--- src/bpcm_pkg.sv ---
`timescale 1ns / 1ps
// Shared constants, mode codes, sequencer states and the memory request type
// for the byte permission checked memory. No dependencies.
package bpcm_pkg;

	localparam int MEM_BYTES      = 65536;
	localparam int MAX_DATA_BYTES = 8;

	localparam int ADDR_W = $clog2(MEM_BYTES);
	localparam int BND_W  = $clog2(MEM_BYTES + 1);
	localparam int LEN_W  = 17;
	localparam int SIZE_W = 17;
	localparam int MODE_W = 3;
	localparam int FLG_W  = 8;
	localparam int WORD_W = 64;
	localparam int IDX_W  = 3;
	localparam int CMP_W  = (BND_W > LEN_W) ? BND_W : LEN_W;

	localparam logic [SIZE_W-1:0] SIZE_RESET = SIZE_W'(65536);

	localparam logic [MODE_W-1:0] MODE_READ   = 3'd0;
	localparam logic [MODE_W-1:0] MODE_WRITE  = 3'd1;
	localparam logic [MODE_W-1:0] MODE_CREAD  = 3'd2;
	localparam logic [MODE_W-1:0] MODE_CWRITE = 3'd3;
	localparam logic [MODE_W-1:0] MODE_SETF   = 3'd4;
	localparam logic [MODE_W-1:0] MODE_CHKF   = 3'd5;

	typedef enum logic [3:0] {
		ST_CLEAR,
		ST_IDLE,
		ST_CHECK,
		ST_PERM,
		ST_PDRAIN,
		ST_READ,
		ST_WRITE,
		ST_SETF,
		ST_DONE
	} state_t;

	typedef struct packed {
		logic              we;
		logic              re;
		logic [ADDR_W-1:0] addr;
		logic [7:0]        wdata;
	} mem_req_t;

endpackage

--- src/bpcm_ifs.sv ---
`timescale 1ns / 1ps
// Valid/ready channel interfaces: request, response and configuration write.
// Depends on bpcm_pkg for field widths.
interface bpcm_req_if;
	import bpcm_pkg::*;
	logic                valid;
	logic                ready;
	logic [MODE_W-1:0]   mode;
	logic [WORD_W-1:0]   address;
	logic [LEN_W-1:0]    access_length;
	logic [FLG_W-1:0]    flag_bits;
	logic [WORD_W-1:0]   write_data;
	modport source (output valid, mode, address, access_length, flag_bits, write_data,
		input ready);
	modport sink (input valid, mode, address, access_length, flag_bits, write_data,
		output ready);
endinterface

interface bpcm_rsp_if;
	import bpcm_pkg::*;
	logic              valid;
	logic              ready;
	logic              ok;
	logic [WORD_W-1:0] read_data;
	modport source (output valid, ok, read_data, input ready);
	modport sink (input valid, ok, read_data, output ready);
endinterface

interface bpcm_cfg_if;
	import bpcm_pkg::*;
	logic              valid;
	logic              ready;
	logic [SIZE_W-1:0] data;
	modport source (output valid, data, input ready);
	modport sink (input valid, data, output ready);
endinterface

--- src/bpcm_ctrl.sv ---
`timescale 1ns / 1ps
// Sequencer and datapath: bounds check, byte loop over the stores, result register.
// Depends on bpcm_pkg and the channel interfaces in bpcm_ifs.sv.
module bpcm_ctrl (
	input  logic                     clk,
	input  logic                     arst_n,
	bpcm_req_if.sink                 req,
	bpcm_rsp_if.source               rsp,
	bpcm_cfg_if.sink                 cfg,
	output bpcm_pkg::mem_req_t       data_req,
	output bpcm_pkg::mem_req_t       perm_req,
	input  logic [7:0]               data_rdata,
	input  logic [7:0]               perm_rdata
);
	import bpcm_pkg::*;

	state_t              state_q, state_d;
	logic [ADDR_W-1:0]   clr_q;
	logic [SIZE_W-1:0]   mem_size_q;
	logic [MODE_W-1:0]   mode_q;
	logic [WORD_W-1:0]   addr_q;
	logic [LEN_W-1:0]    len_q;
	logic [FLG_W-1:0]    flg_q;
	logic [WORD_W-1:0]   wdata_q;
	logic [LEN_W-1:0]    cnt_q;
	logic [ADDR_W-1:0]   ptr_q;
	logic                fail_q;
	logic                ok_q;
	logic [WORD_W-1:0]   acc_q;
	logic                pchk_s1;
	logic                rd_s1;
	logic [IDX_W-1:0]    ridx_s1;
	logic                out_valid_q;
	logic                out_ok_q;
	logic [WORD_W-1:0]   out_data_q;

	logic [CMP_W-1:0]    bound;
	logic [CMP_W-1:0]    addr_c;
	logic                bounds_ok;
	logic                mode_ok;
	logic                loop_end;
	logic                clr_last;
	logic                out_free;
	logic [5:0]          byte_sel;

	assign cfg.ready = 1'b1;

	always_comb begin
		bound = (CMP_W'(mem_size_q) < CMP_W'(MEM_BYTES)) ? CMP_W'(mem_size_q)
			: CMP_W'(MEM_BYTES);
		addr_c    = addr_q[CMP_W-1:0];
		bounds_ok = (addr_q[WORD_W-1:CMP_W] == '0) && (addr_c <= bound)
			&& (CMP_W'(len_q) <= (bound - addr_c));
		mode_ok   = (mode_q <= MODE_CHKF)
			&& !((mode_q <= MODE_CWRITE) && (len_q > LEN_W'(MAX_DATA_BYTES)));
	end

	assign loop_end = (cnt_q == len_q);
	assign clr_last = (clr_q == ADDR_W'(MEM_BYTES - 1));
	assign out_free = !out_valid_q || rsp.ready;
	assign byte_sel = {cnt_q[IDX_W-1:0], 3'b000};

	// next state
	always_comb begin
		state_d = state_q;
		case (state_q)
			ST_CLEAR: begin
				if (clr_last) state_d = ST_IDLE;
			end
			ST_IDLE: begin
				if (req.valid) state_d = ST_CHECK;
			end
			ST_CHECK: begin
				if (!(bounds_ok && mode_ok)) begin
					state_d = ST_DONE;
				end else if (mode_q == MODE_READ) begin
					state_d = ST_READ;
				end else if (mode_q == MODE_WRITE) begin
					state_d = ST_WRITE;
				end else if (mode_q == MODE_SETF) begin
					state_d = ST_SETF;
				end else begin
					state_d = ST_PERM;
				end
			end
			ST_PERM: begin
				if (loop_end) state_d = ST_PDRAIN;
			end
			ST_PDRAIN: begin
				if (fail_q || mode_q == MODE_CHKF) begin
					state_d = ST_DONE;
				end else if (mode_q == MODE_CREAD) begin
					state_d = ST_READ;
				end else begin
					state_d = ST_WRITE;
				end
			end
			ST_READ, ST_WRITE, ST_SETF: begin
				if (loop_end) state_d = ST_DONE;
			end
			ST_DONE: begin
				if (out_free) state_d = ST_IDLE;
			end
			default: state_d = ST_IDLE;
		endcase
	end

	// outputs toward the channels and the stores
	always_comb begin
		req.ready = 1'b0;
		data_req  = '0;
		perm_req  = '0;
		data_req.addr = ptr_q;
		perm_req.addr = ptr_q;
		case (state_q)
			ST_CLEAR: begin
				data_req.we   = 1'b1;
				data_req.addr = clr_q;
				perm_req.we   = 1'b1;
				perm_req.addr = clr_q;
			end
			ST_IDLE: begin
				req.ready = 1'b1;
			end
			ST_PERM: begin
				perm_req.re = !loop_end;
			end
			ST_READ: begin
				data_req.re = !loop_end;
			end
			ST_WRITE: begin
				data_req.we    = !loop_end;
				data_req.wdata = wdata_q[byte_sel +: 8];
			end
			ST_SETF: begin
				perm_req.we    = !loop_end;
				perm_req.wdata = flg_q;
			end
			default: begin
			end
		endcase
	end

	assign rsp.valid     = out_valid_q;
	assign rsp.ok        = out_ok_q;
	assign rsp.read_data = out_data_q;

	always_ff @(posedge clk or negedge arst_n) begin
		if (!arst_n) begin
			state_q     <= ST_CLEAR;
			clr_q       <= '0;
			mem_size_q  <= SIZE_RESET;
			out_valid_q <= 1'b0;
			pchk_s1     <= 1'b0;
			rd_s1       <= 1'b0;
		end else begin
			state_q <= state_d;
			if (cfg.valid) begin
				mem_size_q <= cfg.data;
			end
			if (state_q == ST_CLEAR) begin
				clr_q <= clr_q + 1'b1;
			end
			pchk_s1 <= perm_req.re;
			rd_s1   <= data_req.re;
			if (state_q == ST_DONE && out_free) begin
				out_valid_q <= 1'b1;
			end else if (rsp.ready) begin
				out_valid_q <= 1'b0;
			end
		end
	end

	// payload and loop registers
	always_ff @(posedge clk) begin
		ridx_s1 <= cnt_q[IDX_W-1:0];
		if (pchk_s1 && ((perm_rdata & flg_q) != flg_q)) begin
			fail_q <= 1'b1;
		end
		if (rd_s1) begin
			acc_q[{ridx_s1, 3'b000} +: 8] <= data_rdata;
		end
		case (state_q)
			ST_IDLE: begin
				mode_q  <= req.mode;
				addr_q  <= req.address;
				len_q   <= req.access_length;
				flg_q   <= req.flag_bits;
				wdata_q <= req.write_data;
				ptr_q   <= req.address[ADDR_W-1:0];
				cnt_q   <= '0;
				fail_q  <= 1'b0;
				acc_q   <= '0;
			end
			ST_CHECK: begin
				ok_q <= bounds_ok && mode_ok;
			end
			ST_PERM, ST_READ, ST_WRITE, ST_SETF: begin
				if (!loop_end) begin
					cnt_q <= cnt_q + 1'b1;
					ptr_q <= ptr_q + 1'b1;
				end
			end
			ST_PDRAIN: begin
				// restart the byte loop for the data pass
				ok_q  <= ok_q && !fail_q;
				cnt_q <= '0;
				ptr_q <= addr_q[ADDR_W-1:0];
			end
			ST_DONE: begin
				if (out_free) begin
					out_ok_q   <= ok_q;
					out_data_q <= ok_q ? acc_q : '0;
				end
			end
			default: begin
			end
		endcase
	end

endmodule

--- src/flat_wrapper.sv ---
// flat-port wrapper written by rule: the top's interface ports become plain ports
module bpcm_ctrl_flat import bpcm_pkg::*;
  (clk, arst_n, data_req, perm_req, data_rdata, perm_rdata, req_valid, req_mode, req_address, req_access_length, req_flag_bits, req_write_data, req_ready, rsp_valid, rsp_ok, rsp_read_data, rsp_ready, cfg_valid, cfg_data, cfg_ready);
  bpcm_req_if req_i ();
  bpcm_rsp_if rsp_i ();
  bpcm_cfg_if cfg_i ();
  input  logic clk;
  input  logic arst_n;
  output bpcm_pkg::mem_req_t data_req;
  output bpcm_pkg::mem_req_t perm_req;
  input  logic [7:0] data_rdata;
  input  logic [7:0] perm_rdata;
  input wire logic [$bits(req_i.valid)-1:0] req_valid;
  input wire logic [$bits(req_i.mode)-1:0] req_mode;
  input wire logic [$bits(req_i.address)-1:0] req_address;
  input wire logic [$bits(req_i.access_length)-1:0] req_access_length;
  input wire logic [$bits(req_i.flag_bits)-1:0] req_flag_bits;
  input wire logic [$bits(req_i.write_data)-1:0] req_write_data;
  output wire logic [$bits(req_i.ready)-1:0] req_ready;
  output wire logic [$bits(rsp_i.valid)-1:0] rsp_valid;
  output wire logic [$bits(rsp_i.ok)-1:0] rsp_ok;
  output wire logic [$bits(rsp_i.read_data)-1:0] rsp_read_data;
  input wire logic [$bits(rsp_i.ready)-1:0] rsp_ready;
  input wire logic [$bits(cfg_i.valid)-1:0] cfg_valid;
  input wire logic [$bits(cfg_i.data)-1:0] cfg_data;
  output wire logic [$bits(cfg_i.ready)-1:0] cfg_ready;
  assign req_i.valid = req_valid;
  assign req_i.mode = req_mode;
  assign req_i.address = req_address;
  assign req_i.access_length = req_access_length;
  assign req_i.flag_bits = req_flag_bits;
  assign req_i.write_data = req_write_data;
  assign req_ready = req_i.ready;
  assign rsp_valid = rsp_i.valid;
  assign rsp_ok = rsp_i.ok;
  assign rsp_read_data = rsp_i.read_data;
  assign rsp_i.ready = rsp_ready;
  assign cfg_i.valid = cfg_valid;
  assign cfg_i.data = cfg_data;
  assign cfg_ready = cfg_i.ready;
  bpcm_ctrl u_core (.clk(clk), .arst_n(arst_n), .req(req_i), .rsp(rsp_i), .cfg(cfg_i), .data_req(data_req), .perm_req(perm_req), .data_rdata(data_rdata), .perm_rdata(perm_rdata));
endmodule
--- config.mk ---
export PLATFORM = sky130hd
export DESIGN_NAME = bpcm_ctrl_flat
export DESIGN_NICKNAME = d
export VERILOG_FILES = /design/src/bpcm_pkg.sv /design/src/bpcm_ifs.sv /design/src/bpcm_ctrl.sv /design/src/flat_wrapper.sv
export SDC_FILE = /design/constraint.sdc
export NUM_CORES = 1
export LEC_CHECK = 0
export ABC_AREA = 1
export BUFFER_PORTS_ARGS = -buffer_cell sky130_fd_sc_hd__buf_2
export CORE_UTILIZATION = 37
export DETAILED_ROUTE_END_ITERATION = 7
export SLEW_MARGIN = 20
export SYNTH_ARGS = -nofsm -noshare
export SYNTH_HDL_FRONTEND = slang
export SYNTH_SLANG_ARGS = --single-unit
--- constraint.sdc ---
create_clock -name clk -period 7.6 [get_ports clk]
set_input_delay 1.9 -clock clk [delete_from_list [all_inputs] [get_ports clk]]
set_output_delay 1.9 -clock clk [all_outputs]
set_load 0.03 [all_outputs]
; Word level (Yosys, flattened, before mapping)
; Index checks and enable logic that the tools add are counted.
[totals]
register_bits = 363
latchBits = 0
ram_bits = 0
romBits = 0
input_bits = 194
output_inout_bits = 120
word_cells = 112
mem_count = 0
[op_classes]
addsub = 5
multipliers = 0
div_mod_pow = 0
magnitude_cmp = 6
eq_ne = 21
shifts = 3
muxes = 29
bitwise = 1
n_reduce_logical = 28
[ops]
columns = op, count
row1 = 64-bit bitwise mux, 1
row2 = 8-bit by 8-bit variable shift with 64-bit output (first input constant), 1
row3 = 64-bit by 7-bit variable part select with 8-bit output, 1
row4 = 8-bit by 8-bit variable part select with 64-bit output, 1
row5 = 16-bit one-hot mux with 3 select lines, 1
row6 = 47-bit zero test, 1
row7 = 4-bit 2-to-1 mux, 9
row8 = 17-bit <= comparator, 2
row9 = 17-bit 2-to-1 mux, 2
row10 = 17-bit one-hot mux with 2 select lines, 1
row11 = 16-bit by 1-bit adder with 16-bit output (second input constant), 2
row12 = 16-bit 2-to-1 mux, 2
row13 = 4-bit one-hot mux with 7 select lines, 1
row14 = 17-bit by 1-bit adder with 17-bit output (second input constant), 1
row15 = 17-bit equality test, 1
row16 = 17-bit by 4-bit > comparator with 1-bit output (second input constant), 1
row17 = 17-bit less-than comparator (second input constant), 1
row18 = 17-bit subtractor, 1
row19 = 16-bit equality test (second input constant), 1
row20 = 4-bit by 3-bit equality test with 1-bit output (second input constant), 4
row21 = 8-bit 2-to-1 mux, 2
row22 = 8-bit bitwise AND, 1
row23 = 4-bit by 2-bit equality test with 1-bit output (second input constant), 2
row24 = 1-bit logical AND, 8
row25 = other kinds (26), 45

; Logic depth before layout (Yosys ltp)
; Gate-level depths: netlist of the first run.
[logic_depth]
ltp_word = 8
depth_mapped = 27

; Worst setup path after synthesis of the first run
; Ideal clock, no wire load.
[synth_timing]
kind = reg-to-output
from = reg u_core.state_q[3]
to = out req_ready
t_arrival_ns = 5.496
required_time_ns = 5.700
slack_ns = 0.204
path_stages_with_launch = 5
n_path_buf = 1
cell_sequence = dfrtp_1 nor2_4 nand3_1 inv_1 clkbuf_1
[synth_via]
elab_chain_cells = 2
[synth_lines]
columns = item, line_no
row1 = from (decl), bpcm_ctrl.sv:17  ; state_t state_q, state_d;
row2 = from (signal assigned), bpcm_ctrl.sv:157  ; state_q <= state_d;
row3 = 4-bit by 1-bit equality test with 1-bit output, bpcm_ctrl.sv:115  ; case (state_q)
row4 = 1-bit 2-to-1 mux, bpcm_ctrl.sv:115
row5 = to (decl), flat_wrapper.sv:19  ; output wire logic [$bits(req_i.ready)-1:0] req_ready;
; Every way passes these cells.

==> results.txt, run 1 <==
# DRC -> 0
row cnt -> 76
Initial Util -> 37.76%
Post-Syn Area -> 16370 µm²
DRT iter0 DRCs -> 843
die width -> 212.4 µm
crit path launch type -> flip-flop
grt total ovfl -> 0
arrival time worst endpoint -> 2.82 ns
Core Box Area -> 43360 µm²
fin. max-slew vios -> 0
Setup TNS -> 0 ns
crit-path leading delay family -> buffers and inverters
Num CTS Buffers -> 41
cell taking the most area after synthesis -> edfxtp_1
multi-input logic area -> 5157 µm²
diodes inserted -> 0
total track usage -> 17.79%
DR vias/cell -> 4.752
relative slew slack -> 32.99%
Slew @ Worst Pin -> 1.005 ns
Synth async-reset ratio -> 11.02%
largest net degree at the start of global routing -> 82
MaxCap Viol Count -> 0
Setup Buffers After CTS -> 0
share of cells above drive strength 1 -> 21.64%
Filler cells -> 4186
Min-Delay Endpoint -> u_core.acc_q[52]$_SDFFE_PP0P_
status -> complete, no violations
Seq/Total Area, Yosys -> 61.21%
r2r worst-path depth -> 23
Hold Fails Final Rpt -> 0
maximum VDD drop -> 0.2890 mV
Tot Pwr -> 8.021 mW
PortBufs -> 312
full die area -> 45090 µm²
RSZ-0062 raised after global routing -> false
Max Fclk -> 211.8 MHz
post-synthesis net count -> 1890
synth unique cells -> 51
final critical-path share of the clock period -> 62.14%
CTS tree -> yes
R2R setup slack -> 3.63 ns
WL/cell -> 15.82 µm
post-DP HPWL -> 30.17 mm
Hold Path Stages -> 2
Setup Skew -> 0.01682 ns
hold wc startpoint -> u_core.acc_q[52]$_SDFFE_PP0P_
RR Endpoint -> u_core.ok_q$_DFFE_PP_
Req. time, crit path -> 5.70 ns
Clk Latency, worst-skew pair -> 0.55 ns
Vias -> 12220
Syn Area/Cell -> 9.886 µm²
I/O pin cnt -> 314
share of the synthesized area in the top cell type -> 46.77%
Area contributors post-synth -> edfxtp_1, dfxtp_1, nand2_1
Pre-antenna DRT Iters -> 5
Crit path top cell by count -> o21ai_0
maximum clock insertion buffer count -> 3
number of global-route vias before repair -> 11660
sequential cell area -> 10020 µm²
Mapped Cells -> 1656
number of flops mapped to enable cells by yosys -> 255
pwr/cell area -> 406.7 nW/µm²
initial antenna violation count -> 0
Nets -> 2190
CP Cell Sequence -> inv_1 -> o21ai_0 -> o22ai_1 -> o21ai_0 -> a31oi_1 -> buf_2
Worst-path clk slew -> 0.06 ns
Critical path buffers and inverters -> 2
endpoints failing setup -> 0
CP max stage cell -> edfxtp_1
critical register-to-register path startpoint -> u_core.mem_size_q[16]$_DFFE_PN1P_
cts hold-fix bufs -> 0
routability cong. -> 0.8451
CP Class -> flip-flop to output pin
Final Critical Period -> 4.723 ns
worst-path fanout max -> 21
ys flop type -> edfxtp_1
Static Leak -> 8.752 nW
Area Growth Syn to Fin -> 20.47%
H-tree depth -> 2
slowest stage delay, CP -> 0.72 ns
clk sinks -> 363
Yosys Warn Count -> 0
die height -> 212.4 µm
first-pass GRT wire length -> 61.78 mm
Hold Path Class -> flip-flop to flip-flop
Post-Route WL -> 40.70 mm
CTS root buffer -> clkbuf_16
post-CTS sizing -> 0
CP endpoint kind -> output pin
Yosys reg bits -> 363
antenna-violating nets left -> 0
[where the power goes]
group          switching, mW  leakage [nW]  internal, mW
Combinational           2.05          4.63         0.769
Sequential             0.347          3.48          2.90
Clock                  0.783         0.647          1.17
[cells by family (layout without fill, tap and decap cells)]
| logic type | after synthesis | count (layout) | synth area share (%) |
|---|---|---|---|
| buffers and inverters | 296 | 627 | 7.382 |
| muxes | 1 | 1 | 0.06878 |
| DFF | 363 | 363 | 61.21 |
| and+or+nand+nor | 637 | 637 | 16.80 |
| xor gates and xnor gates | 47 | 47 | 2.514 |
| other | 1 | 1 | 0.02291 |
| adders and majority gates | 40 | 40 | 3.103 |
| AOI/OAI and AO/OA | 271 | 271 | 8.903 |
[cell type report]
class / instances / share of cell area (%)
Sequential cell: 363 / 50.81
Multi-Input combinational cell: 997 / 26.15
Timing Repair Buffer: 318 / 8.146
Clock buffer: 52 / 5.462
Inverter: 235 / 4.511
Tap cell: 585 / 3.711
Clock inverter: 22 / 1.212
[worst register-to-register path: stages (launching register included)]
cell     delay, ns
dfstp_2       0.70
inv_1         0.09
nand2_1       0.10
ha_1          0.14
inv_1         0.08
fa_1          0.40
nand3_1       0.11
nand2_1       0.10
nand2_1       0.07
nand3_1       0.12
a21oi_1       0.29
inv_1         0.07
a21oi_1       0.16
xor2_1        0.09
ha_1          0.30
nand2_1       0.07
nor2_1        0.14
nand2_1       0.07
inv_1         0.09
nand4_1       0.08
nand3_1       0.10
nand2_1       0.13
nand3_1       0.12
o21ai_0       0.08
[cell usage in the layout (no fill, tap or decap), types with 4 or more instances in the layout]
cell type	Yosys	routed
a21oi_1	97	97
a31oi_1	13	13
buf_2	11	312
buf_4	22	6
bufinv_16	0	5
clkbuf_1	26	10
clkbuf_16	0	41
clkinv_1	2	7
clkinv_2	0	9
dfrtp_1	39	39
dfxtp_1	68	68
edfxtp_1	255	255
ha_1	39	39
inv_1	225	224
inv_2	8	8
nand2_1	324	324
nand2_2	4	4
nand3_1	43	42
nand3_2	3	4
nand4_1	27	27
nor2_1	184	182
nor2_2	8	9
nor2_4	9	10
nor3_1	16	16
nor3_2	7	7
o211ai_1	11	11
o21ai_0	123	123
o22ai_1	11	11
or2_2	4	4
xnor2_1	12	12
xor2_1	35	35
[per-layer routing]
layer	vias up	share of wire (%)	wire (µm)	GRT usage, %
met5	-	0	0	0
met4	0	2.8	1123	6.475
met3	76	7.5	3039	4.225
met2	399	46	18600	28.33
met1	5658	44	17940	23.58
li1	6090	-	-	-
[flip-flops by register name, indices dropped and copies added (netlist names), 3 cells and up]
name / flops
u_core.acc_q: 64
u_core.addr_q: 64
u_core.rsp.read_data: 64
u_core.wdata_q: 64
u_core.cnt_q: 17
u_core.len_q: 17
u_core.mem_size_q: 17
u_core.clr_q: 16
u_core.ptr_q: 16
u_core.flg_q: 8
u_core.state_q: 4
u_core.mode_q: 3
u_core.ridx_s1: 3
[worst max path at each step]
stage	startpoint	to	slack [ns]	depth (start not counted)
finish	u_core.cnt_q[1]$_SDFFCE_PP0P_	data_req[1]	2.88	6
CTS	u_core.state_q[3]$_DFFE_PN0P_	req_ready	2.57	4
global route	u_core.cnt_q[1]$_SDFFCE_PP0P_	data_req[1]	2.68	6
floorplan	u_core.state_q[3]$_DFFE_PN0P_	req_ready	0.20	4
global placement	u_core.state_q[3]$_DFFE_PN0P_	req_ready	3.23	4
detailed placement	u_core.state_q[3]$_DFFE_PN0P_	req_ready	3.17	4
[synthesized netlist by cell type (4+ instances only)]
cell type	number
nand2_1	324
nor2_2	8
nor3_2	7
dfrtp_1	39
nor2_4	9
a21oi_1	97
xnor2_1	12
edfxtp_1	255
inv_2	8
dfxtp_1	68
xor2_1	35
clkbuf_1	26
o21ai_0	123
buf_2	11
nand3_1	43
buf_4	22
nand2_2	4
o211ai_1	11
a31oi_1	13
nor3_1	16
inv_1	225
nand4_1	27
o22ai_1	11
or2_2	4
ha_1	39
nor2_1	184
[metrics by stage]
stage                     util (%)  hold slack (ns)  worst slack [ns]  area [µm²]  cells
after floorplan                  -           0.3752            0.2043       16370   1656
after global placement       42.43           0.4557             3.233       18400   2498
after detailed placement     42.43           0.4557             3.173       18400   2498
after CTS                    45.47           0.4656             2.570       19720   2572
after global routing         45.48           0.4811             2.682       19720   2572
final                        45.48           0.4618             2.877       19720   2572
Note: power is estimated with default switching activity, not from simulation.
==> inputs of run 2 (changes only) <==
==> constraint.sdc (replaced) <==
create_clock -name clk -period 4.28 [get_ports clk]
set_input_delay 1.07 -clock clk [delete_from_list [all_inputs] [get_ports clk]]
set_output_delay 1.07 -clock clk [all_outputs]
set_load 0.03 [all_outputs]
==> run 2 against run 1 <==
Effect of this change:
- first-iteration DRC count shrank 18%
- combinational power grew 82%
- sequential share of layout area is essentially flat
- register-to-register slack lost 3.2 ns
- utilization is essentially flat
- wire length grew 1.4%
- clock skew shrank 0.0019 ns
- worst setup slack lost 2.5 ns
- cell count is essentially flat
- largest power group unchanged
- highest routed layer unchanged
==> results.txt, run 2 (same netlist as run 1, synthesis figures left out) <==
total track usage -> 18.19% (was 17.79%)
clk sinks -> 363 (unchanged)
H-tree depth -> 2 (unchanged)
Placed Area -> 18430 µm² (was 18400 µm²)
grt total ovfl -> 0 (unchanged)
CTS root buffer -> clkbuf_16 (unchanged)
Max Fclk -> 258.2 MHz
Num CTS Buffers -> 40 (was 41)
Final Critical Period -> 3.873 ns
DRT iter0 DRCs -> 692 (was 843)
share of cells above drive strength 1 -> 21.62% (was 21.64%)
CP Class -> flip-flop to flip-flop (was flip-flop to output pin)
arrival time worst endpoint -> 4.16 ns (was 2.82 ns)
Area Growth Syn to Fin -> 20.42% (was 20.47%)
full die area -> 45090 µm² (unchanged)
MaxCap Viol Count -> 0 (unchanged)
die height -> 212.4 µm (unchanged)
routability cong. -> 0.8796 (was 0.8451)
# DRC -> 0 (unchanged)
pwr/cell area -> 720.7 nW/µm² (was 406.7 nW/µm²)
relative slew slack -> 28.68% (was 32.99%)
I/O pin cnt -> 314 (unchanged)
post-route insts no fill -> 2574 (was 2572)
worst-path fanout max -> 17 (was 21)
Setup Skew -> 0.01495 ns (was 0.01682 ns)
Core Box Area -> 43360 µm² (unchanged)
Final Cell Area -> 19720 µm² (about the same)
status -> complete, no violations (unchanged)
Hold Path Class -> flip-flop to flip-flop (unchanged)
Post-Route WL -> 41.28 mm (was 40.70 mm)
most common cell after layout, fill and taps aside -> nand2_1 (unchanged)
maximum clock insertion buffer count -> 3 (unchanged)
maximum VDD drop -> 0.4759 mV (was 0.2890 mV)
initial antenna violation count -> 0 (unchanged)
diodes inserted -> 0 (unchanged)
Setup Buffers After CTS -> 0 (unchanged)
first-pass GRT wire length -> 62.98 mm (was 61.78 mm)
Initial Util -> 37.76% (unchanged)
Filler cells -> 4160 (was 4186)
Worst-path clk slew -> 0.06 ns (about the same)
Hold Fails Final Rpt -> 0 (unchanged)
largest net degree at the start of global routing -> 76 (was 82)
crit path launch type -> flip-flop (unchanged)
CTS tree -> yes (unchanged)
DR vias/cell -> 4.765 (was 4.752)
endpoints failing setup -> 0 (unchanged)
Req. time, crit path -> 4.56 ns (was 5.70 ns)
post-DP HPWL -> 30.49 mm (was 30.17 mm)
Nets -> 2192 (was 2190)
Vias -> 12260 (was 12220)
number of global-route vias before repair -> 11870 (was 11660)
PortBufs -> 312 (unchanged)
Slew @ Worst Pin -> 1.066 ns (was 1.005 ns)
CP endpoint kind -> flip-flop (was output pin)
row cnt -> 76 (unchanged)
final critical-path share of the clock period -> 90.48%
die width -> 212.4 µm (unchanged)
Static Leak -> 8.736 nW (was 8.752 nW)
Pre-antenna DRT Iters -> 7 (was 5)
DP Cell Count -> 2501 (was 2498)
fin. max-slew vios -> 0 (unchanged)
Clk Latency, worst-skew pair -> 0.55 ns (about the same)
antenna-violating nets left -> 0 (unchanged)
Setup TNS -> 0 ns (unchanged)
sequential cell area -> 10020 µm² (about the same)
WL/cell -> 16.04 µm (was 15.82 µm)
fin util -> 45.47% (was 45.48%)
RSZ-0062 raised after global routing -> false (unchanged)
most frequent cells in the layout -> nand2_1, buf_2, edfxtp_1 (unchanged)
multi-input logic area -> 5154 µm² (was 5157 µm²)
[run 2: cell types whose count changed in the layout (fill, tap and decap cells not counted), moves of 2 or more]
cell | before | now
clkbuf_8 | 1 | 3
clkinv_1 | 7 | 9
bufinv_16 | 5 | 3
buf_4 | 6 | 8
clkinv_2 | 9 | 5
clkinvlp_4 | 1 | 3
[run 2: timing repair]
action / in CTS / in global routing
gates resized for setup: 0 / 2
setup endpoints to repair: 0 / 4
hold buffers: 0 / 0
[run 2: final cells by class]
| class | count | share of cell area (%) |
|---|---|---|
| multi-input combinational | 997 | 26.14 |
| inverter | 235 | 4.512 |
| timing repair buffer | 321 | 8.326 |
| clock buffer | 52 | 5.458 |
| sequential | 363 | 50.85 |
| tap | 585 | 3.713 |
| clock inverter | 21 | 1.003 |
[run 2: critical path, stage by stage (launching register included)]
cell and delay, ns:
dfstp_4 0.71, inv_1 0.07, nand2_1 0.08, ha_1 0.14, inv_1 0.08, fa_1 0.41
nand3_1 0.10, nand2_1 0.10, nand2_1 0.07, nand3_1 0.14, a21oi_2 0.24, inv_1 0.06
a21oi_1 0.15, xor2_1 0.09, ha_1 0.31, nand2_1 0.08, nor2_1 0.15, nand2_1 0.07
inv_1 0.09, nand4_1 0.08, nand3_1 0.09, nand2_1 0.11, nand3_1 0.12, o21ai_0 0.09
[run 2: through the flow]
stage          power [mW]  hold WS [ns]  worst slack (ns)
3_3_place_gp        10.85        0.4541            0.4365
5_1_grt             15.16        0.4740          0.004814
6_report            14.21        0.4630            0.4073
4_1_cts             14.35        0.4643            0.2982
3_5_place_dp        10.96        0.4566            0.3165
2_1_floorplan       9.517        0.3752            0.1540
[run 2: worst paths after layout]
check | cells after the start | endpoint | slack (ns) | start
setup / recovery | 23 | u_core.ok_q$_DFFE_PP_ | 0.41 | u_core.mem_size_q[16]$_DFFE_PN1P_
hold / removal | 2 | u_core.acc_q[46]$_SDFFE_PP0P_ | 0.46 | u_core.acc_q[46]$_SDFFE_PP0P_
setup reg to reg | 23 | u_core.ok_q$_DFFE_PP_ | 0.41 | u_core.mem_size_q[16]$_DFFE_PN1P_
hold reg to reg | 2 | u_core.acc_q[46]$_SDFFE_PP0P_ | 0.46 | u_core.acc_q[46]$_SDFFE_PP0P_
max in group asynchronous | 1 | u_core.mem_size_q[10]$_DFFE_PN0P_ | 2.99 | arst_n
min in group asynchronous | 1 | u_core.clr_q[2]$_DFFE_PN0P_ | 0.67 | arst_n
[run 2: per-layer routing]
layer	vias to the layer above	share of wire, %	track usage [%]
met5	-	0	0
met4	0	1.7	4.986
met2	348	48	30.22
met3	47	5.8	3.663
li1	6097	-	-
met1	5772	45	24.09
[run 2: power breakdown]
group	switching (mW)	internal (mW)
logic	3.72	1.42
clock network	1.39	1.96
registers	0.581	5.14
total	5.69	8.52
==> inputs of run 3 (changes only) <==
--- a/config.mk
+++ b/config.mk
@@ -5,7 +5,8 @@
 export SDC_FILE = /design/constraint.sdc
 export NUM_CORES = 1
 export LEC_CHECK = 0
-export ABC_AREA = 1
+export ABC_AREA = 0
+export ABC_CLOCK_PERIOD_IN_PS = 4280
 export BUFFER_PORTS_ARGS = -buffer_cell sky130_fd_sc_hd__buf_2
 export CORE_UTILIZATION = 37
 export DETAILED_ROUTE_END_ITERATION = 7
==> run 3 against run 2 <==
Effect of this change:
- critical path depth is 6 lower
- count of clock-buffer cells in the layout is 3 lower
- sequential power is 1% higher
==> results.txt, run 3 <==
number of global-route vias before repair -> 10630 (was 11870)
post-DP HPWL -> 26.67 mm (was 30.49 mm)
fin util -> 46.16% (was 45.47%)
number of flops mapped to enable cells by yosys -> 255 (unchanged)
CTS root buffer -> clkbuf_16 (unchanged)
most common cell in the synthesized netlist -> edfxtp_1 (was nand2_1)
Initial Util -> 37.76% (about the same)
fin. max-slew vios -> 0 (unchanged)
Final Critical Period -> 4.094 ns (was 3.873 ns)
maximum clock insertion buffer count -> 3 (unchanged)
I/O pin cnt -> 314 (unchanged)
endpoints failing setup -> 0 (unchanged)
full die area -> 43830 µm² (was 45090 µm²)
Post-Route WL -> 37.92 mm (was 41.28 mm)
Seq/Total Area, Yosys -> 62.99% (was 61.21%)
Filler cells -> 3845 (was 4160)
cell taking the most area after synthesis -> edfxtp_1 (unchanged)
routability cong. -> 0.8342 (was 0.8796)
die height -> 209.4 µm (was 212.4 µm)
Hold Fails Final Rpt -> 0 (unchanged)
Critical path buffers and inverters -> 2 (was 4)
Num CTS Buffers -> 40 (unchanged)
PortBufs -> 312 (unchanged)
CP endpoint kind -> flip-flop (unchanged)
Tot Pwr -> 14.46 mW (was 14.21 mW)
Slew @ Worst Pin -> 1.025 ns (was 1.066 ns)
synth unique cells -> 59 (was 51)
sequential cell area -> 10020 µm² (about the same)
Yosys Warn Count -> 0 (unchanged)
Hold Path Class -> flip-flop to flip-flop (unchanged)
DR vias/cell -> 4.948 (was 4.765)
CTS tree -> yes (unchanged)
clk sinks -> 363 (unchanged)
relative slew slack -> 31.41% (was 28.68%)
worst-path fanout max -> 11 (was 17)
post-synthesis net count -> 1514 (was 1890)
Yosys reg bits -> 363 (unchanged)
Min-Delay Endpoint -> u_core.acc_q[51]$_SDFFE_PP0P_ (was u_core.acc_q[46]$_SDFFE_PP0P_)
RSZ-0062 raised after global routing -> true (was false)
Post-synth top cells -> edfxtp_1, nand2_1, nor2_1 (was nand2_1, edfxtp_1, inv_1)
largest net degree at the start of global routing -> 106 (was 76)
Vias -> 10660 (was 12260)
Post-Syn Area -> 15910 µm² (was 16370 µm²)
status -> complete, no violations (unchanged)
most frequent cells in the layout -> buf_2, edfxtp_1, nand2_1 (was nand2_1, buf_2, edfxtp_1)
most common cell after layout, fill and taps aside -> buf_2 (was nand2_1)
critical register-to-register path startpoint -> u_core.mem_size_q[16]$_DFFE_PN1P_ (unchanged)
final critical-path share of the clock period -> 95.66% (was 90.48%)
Setup TNS -> 0 ns (unchanged)
Pre-antenna DRT Iters -> 4 (was 7)
Mapped Cells -> 1280 (was 1656)
first-pass GRT wire length -> 59.05 mm (was 62.98 mm)
initial antenna violation count -> 1 (was 0)
RR Endpoint -> u_core.ok_q$_DFFE_PP_ (unchanged)
multi-input logic area -> 5507 µm² (was 5154 µm²)
Area contributors post-synth -> edfxtp_1, dfxtp_1, dfrtp_1 (was edfxtp_1, dfxtp_1, nand2_1)
Worst-path clk slew -> 0.06 ns (about the same)
DRT iter0 DRCs -> 714 (was 692)
WL/cell -> 17.60 µm (was 16.04 µm)
CP max stage cell -> dfstp_2 (was dfstp_4)
total track usage -> 17.30% (was 18.19%)
Static Leak -> 8.005 nW (was 8.736 nW)
grt total ovfl -> 0 (unchanged)
Area Growth Syn to Fin -> 22.27% (was 20.42%)
hold wc startpoint -> u_core.acc_q[51]$_SDFFE_PP0P_ (was u_core.acc_q[46]$_SDFFE_PP0P_)
r2r worst-path depth -> 17 (was 23)
ys flop type -> edfxtp_1 (unchanged)
crit path launch type -> flip-flop (unchanged)
crit-path leading delay family -> simple AND/OR/NAND/NOR gates (unchanged)
maximum VDD drop -> 0.5761 mV (was 0.4759 mV)
arrival time worst endpoint -> 4.51 ns (was 4.16 ns)
Synth async-reset ratio -> 11.02% (unchanged)
# DRC -> 0 (unchanged)
antenna-violating nets left -> 0 (unchanged)
share of cells above drive strength 1 -> 28.03% (was 21.62%)
slowest stage delay, CP -> 0.52 ns (was 0.71 ns)
Core Box Area -> 42130 µm² (was 43360 µm²)
Setup Skew -> 0.01806 ns (was 0.01495 ns)
CP Class -> flip-flop to flip-flop (unchanged)
Clk Latency, worst-skew pair -> 0.57 ns (was 0.55 ns)
WP depth -> 17 (was 23)
Syn Area/Cell -> 12.43 µm² (was 9.886 µm²)
R2R setup slack -> 0.19 ns (was 0.41 ns)
Hold Path Stages -> 2 (unchanged)
MaxCap Viol Count -> 0 (unchanged)
share of the synthesized area in the top cell type -> 48.14% (was 46.77%)
Req. time, crit path -> 4.70 ns (was 4.56 ns)
diodes inserted -> 0 (unchanged)
pwr/cell area -> 743.5 nW/µm² (was 720.7 nW/µm²)
row cnt -> 75 (was 76)
CP Cell Sequence -> buf_4 -> buf_4 -> nor2b_1 -> ha_1 -> and3_1 -> and2_1 -> a221o_1 -> and3_4 -> nor2_2 -> o21ai_1 -> xnor2_1 -> ha_1 -> and4_4 -> a221oi_4 -> a21oi_4 -> or3_1 -> o21ai_1 (was inv_1 -> nand2_1 -> ha_1 -> inv_1 -> fa_1 -> nand3_1 -> nand2_1 -> nand2_1 -> nand3_1 -> a21oi_2 -> inv_1 -> a21oi_1 -> xor2_1 -> ha_1 -> nand2_1 -> nor2_1 -> nand2_1 -> inv_1 -> nand4_1 -> nand3_1 -> nand2_1 -> nand3_1 -> o21ai_0)
H-tree depth -> 2 (unchanged)
Max Fclk -> 244.2 MHz (was 258.2 MHz)
Nets -> 1820 (was 2192)
die width -> 209.4 µm (was 212.4 µm)
## run 3: changes by cell type after synthesis, sizes merged, moves of 23 or more
cell	before	now
nand2	329	132
xnor2	12	47
a21oi	98	50
and2	0	67
o21ai	125	31
nor2b	0	23
inv	233	40
mux2i	0	48
nor2	201	114
## run 3: cell families after synthesis
family	count (synthesis)	share of synthesized area, %
other	1	0.02357
DFF	363	62.99
AOI/OAI and AO/OA	138	5.466
xor gates and xnor gates	76	4.184
buffers and inverters	108	2.989
and+or+nand+nor	473	14.66
muxes	81	6.489
adders and majority gates	40	3.193
## run 3: through the flow
step,hold WS (ns),cell area (µm²),setup WS (ns),instances
2_1_floorplan,0.3686,15920,-0.1872,1280
3_3_place_gp,0.4365,17990,-0.004536,2082
3_5_place_dp,0.4416,17990,-0.001167,2082
4_1_cts,0.4499,19370,0.05291,2154
5_1_grt,0.4685,19450,-0.009275,2155
6_report,0.4460,19450,0.1856,2155
## run 3: worst max path at each step
stage	startpoint	end	slack (ns)
4_1_cts	u_core.mem_size_q[16]$_DFFE_PN1P_	u_core.ok_q$_DFFE_PP_	0.05
6_report	u_core.mem_size_q[16]$_DFFE_PN1P_	u_core.ok_q$_DFFE_PP_	0.19
3_3_place_gp	u_core.mem_size_q[16]$_DFFE_PN1P_	u_core.ok_q$_DFFE_PP_	-0.005
5_1_grt	u_core.mem_size_q[16]$_DFFE_PN1P_	u_core.ok_q$_DFFE_PP_	-0.009
2_1_floorplan	u_core.state_q[3]$_DFFE_PN0P_	req_ready	-0.19
3_5_place_dp	u_core.mem_size_q[16]$_DFFE_PN1P_	u_core.ok_q$_DFFE_PP_	-0.001
## run 3: layout make-up
cell class	count	share of cell area, %
tap	539	3.467
sequential	363	51.52
clock buffer	49	5.635
inverter	41	0.8299
clock inverter	23	1.409
timing repair buffer	331	8.826
multi-input combinational	809	28.31
## run 3: report_power, final
group	switching [mW]	leakage, nW	total (mW)	internal, mW
clock	1.43	0.678	3.57	2.14
sequential	0.626	3.49	5.79	5.16
combinational	3.38	3.84	5.11	1.73
## run 3: layer usage
layer | GRT usage [%] | vias to the layer above | routed length [µm]
li1 | - | 5195 | -
met1 | 23.40 | 5109 | 17280
met2 | 27.66 | 308 | 17730
met3 | 3.636 | 48 | 2100
met4 | 5.806 | 2 | 794
met5 | 0 | - | 17
## run 3: what timing repair did
| item | 4_1_cts | 5_1_grt |
|---|---|---|
| setup endpoints to repair | 1 | 5 |
| hold buffers | 0 | 0 |
| gates resized for setup | 2 | 17 |
| setup buffers | 0 | 1 |
| pin swaps | 0 | 7 |
## run 3: worst min-delay path: stages, from the launching register on
cell     delay (ns)
dfxtp_1        0.30
nand2_1        0.05
a21oi_1        0.05
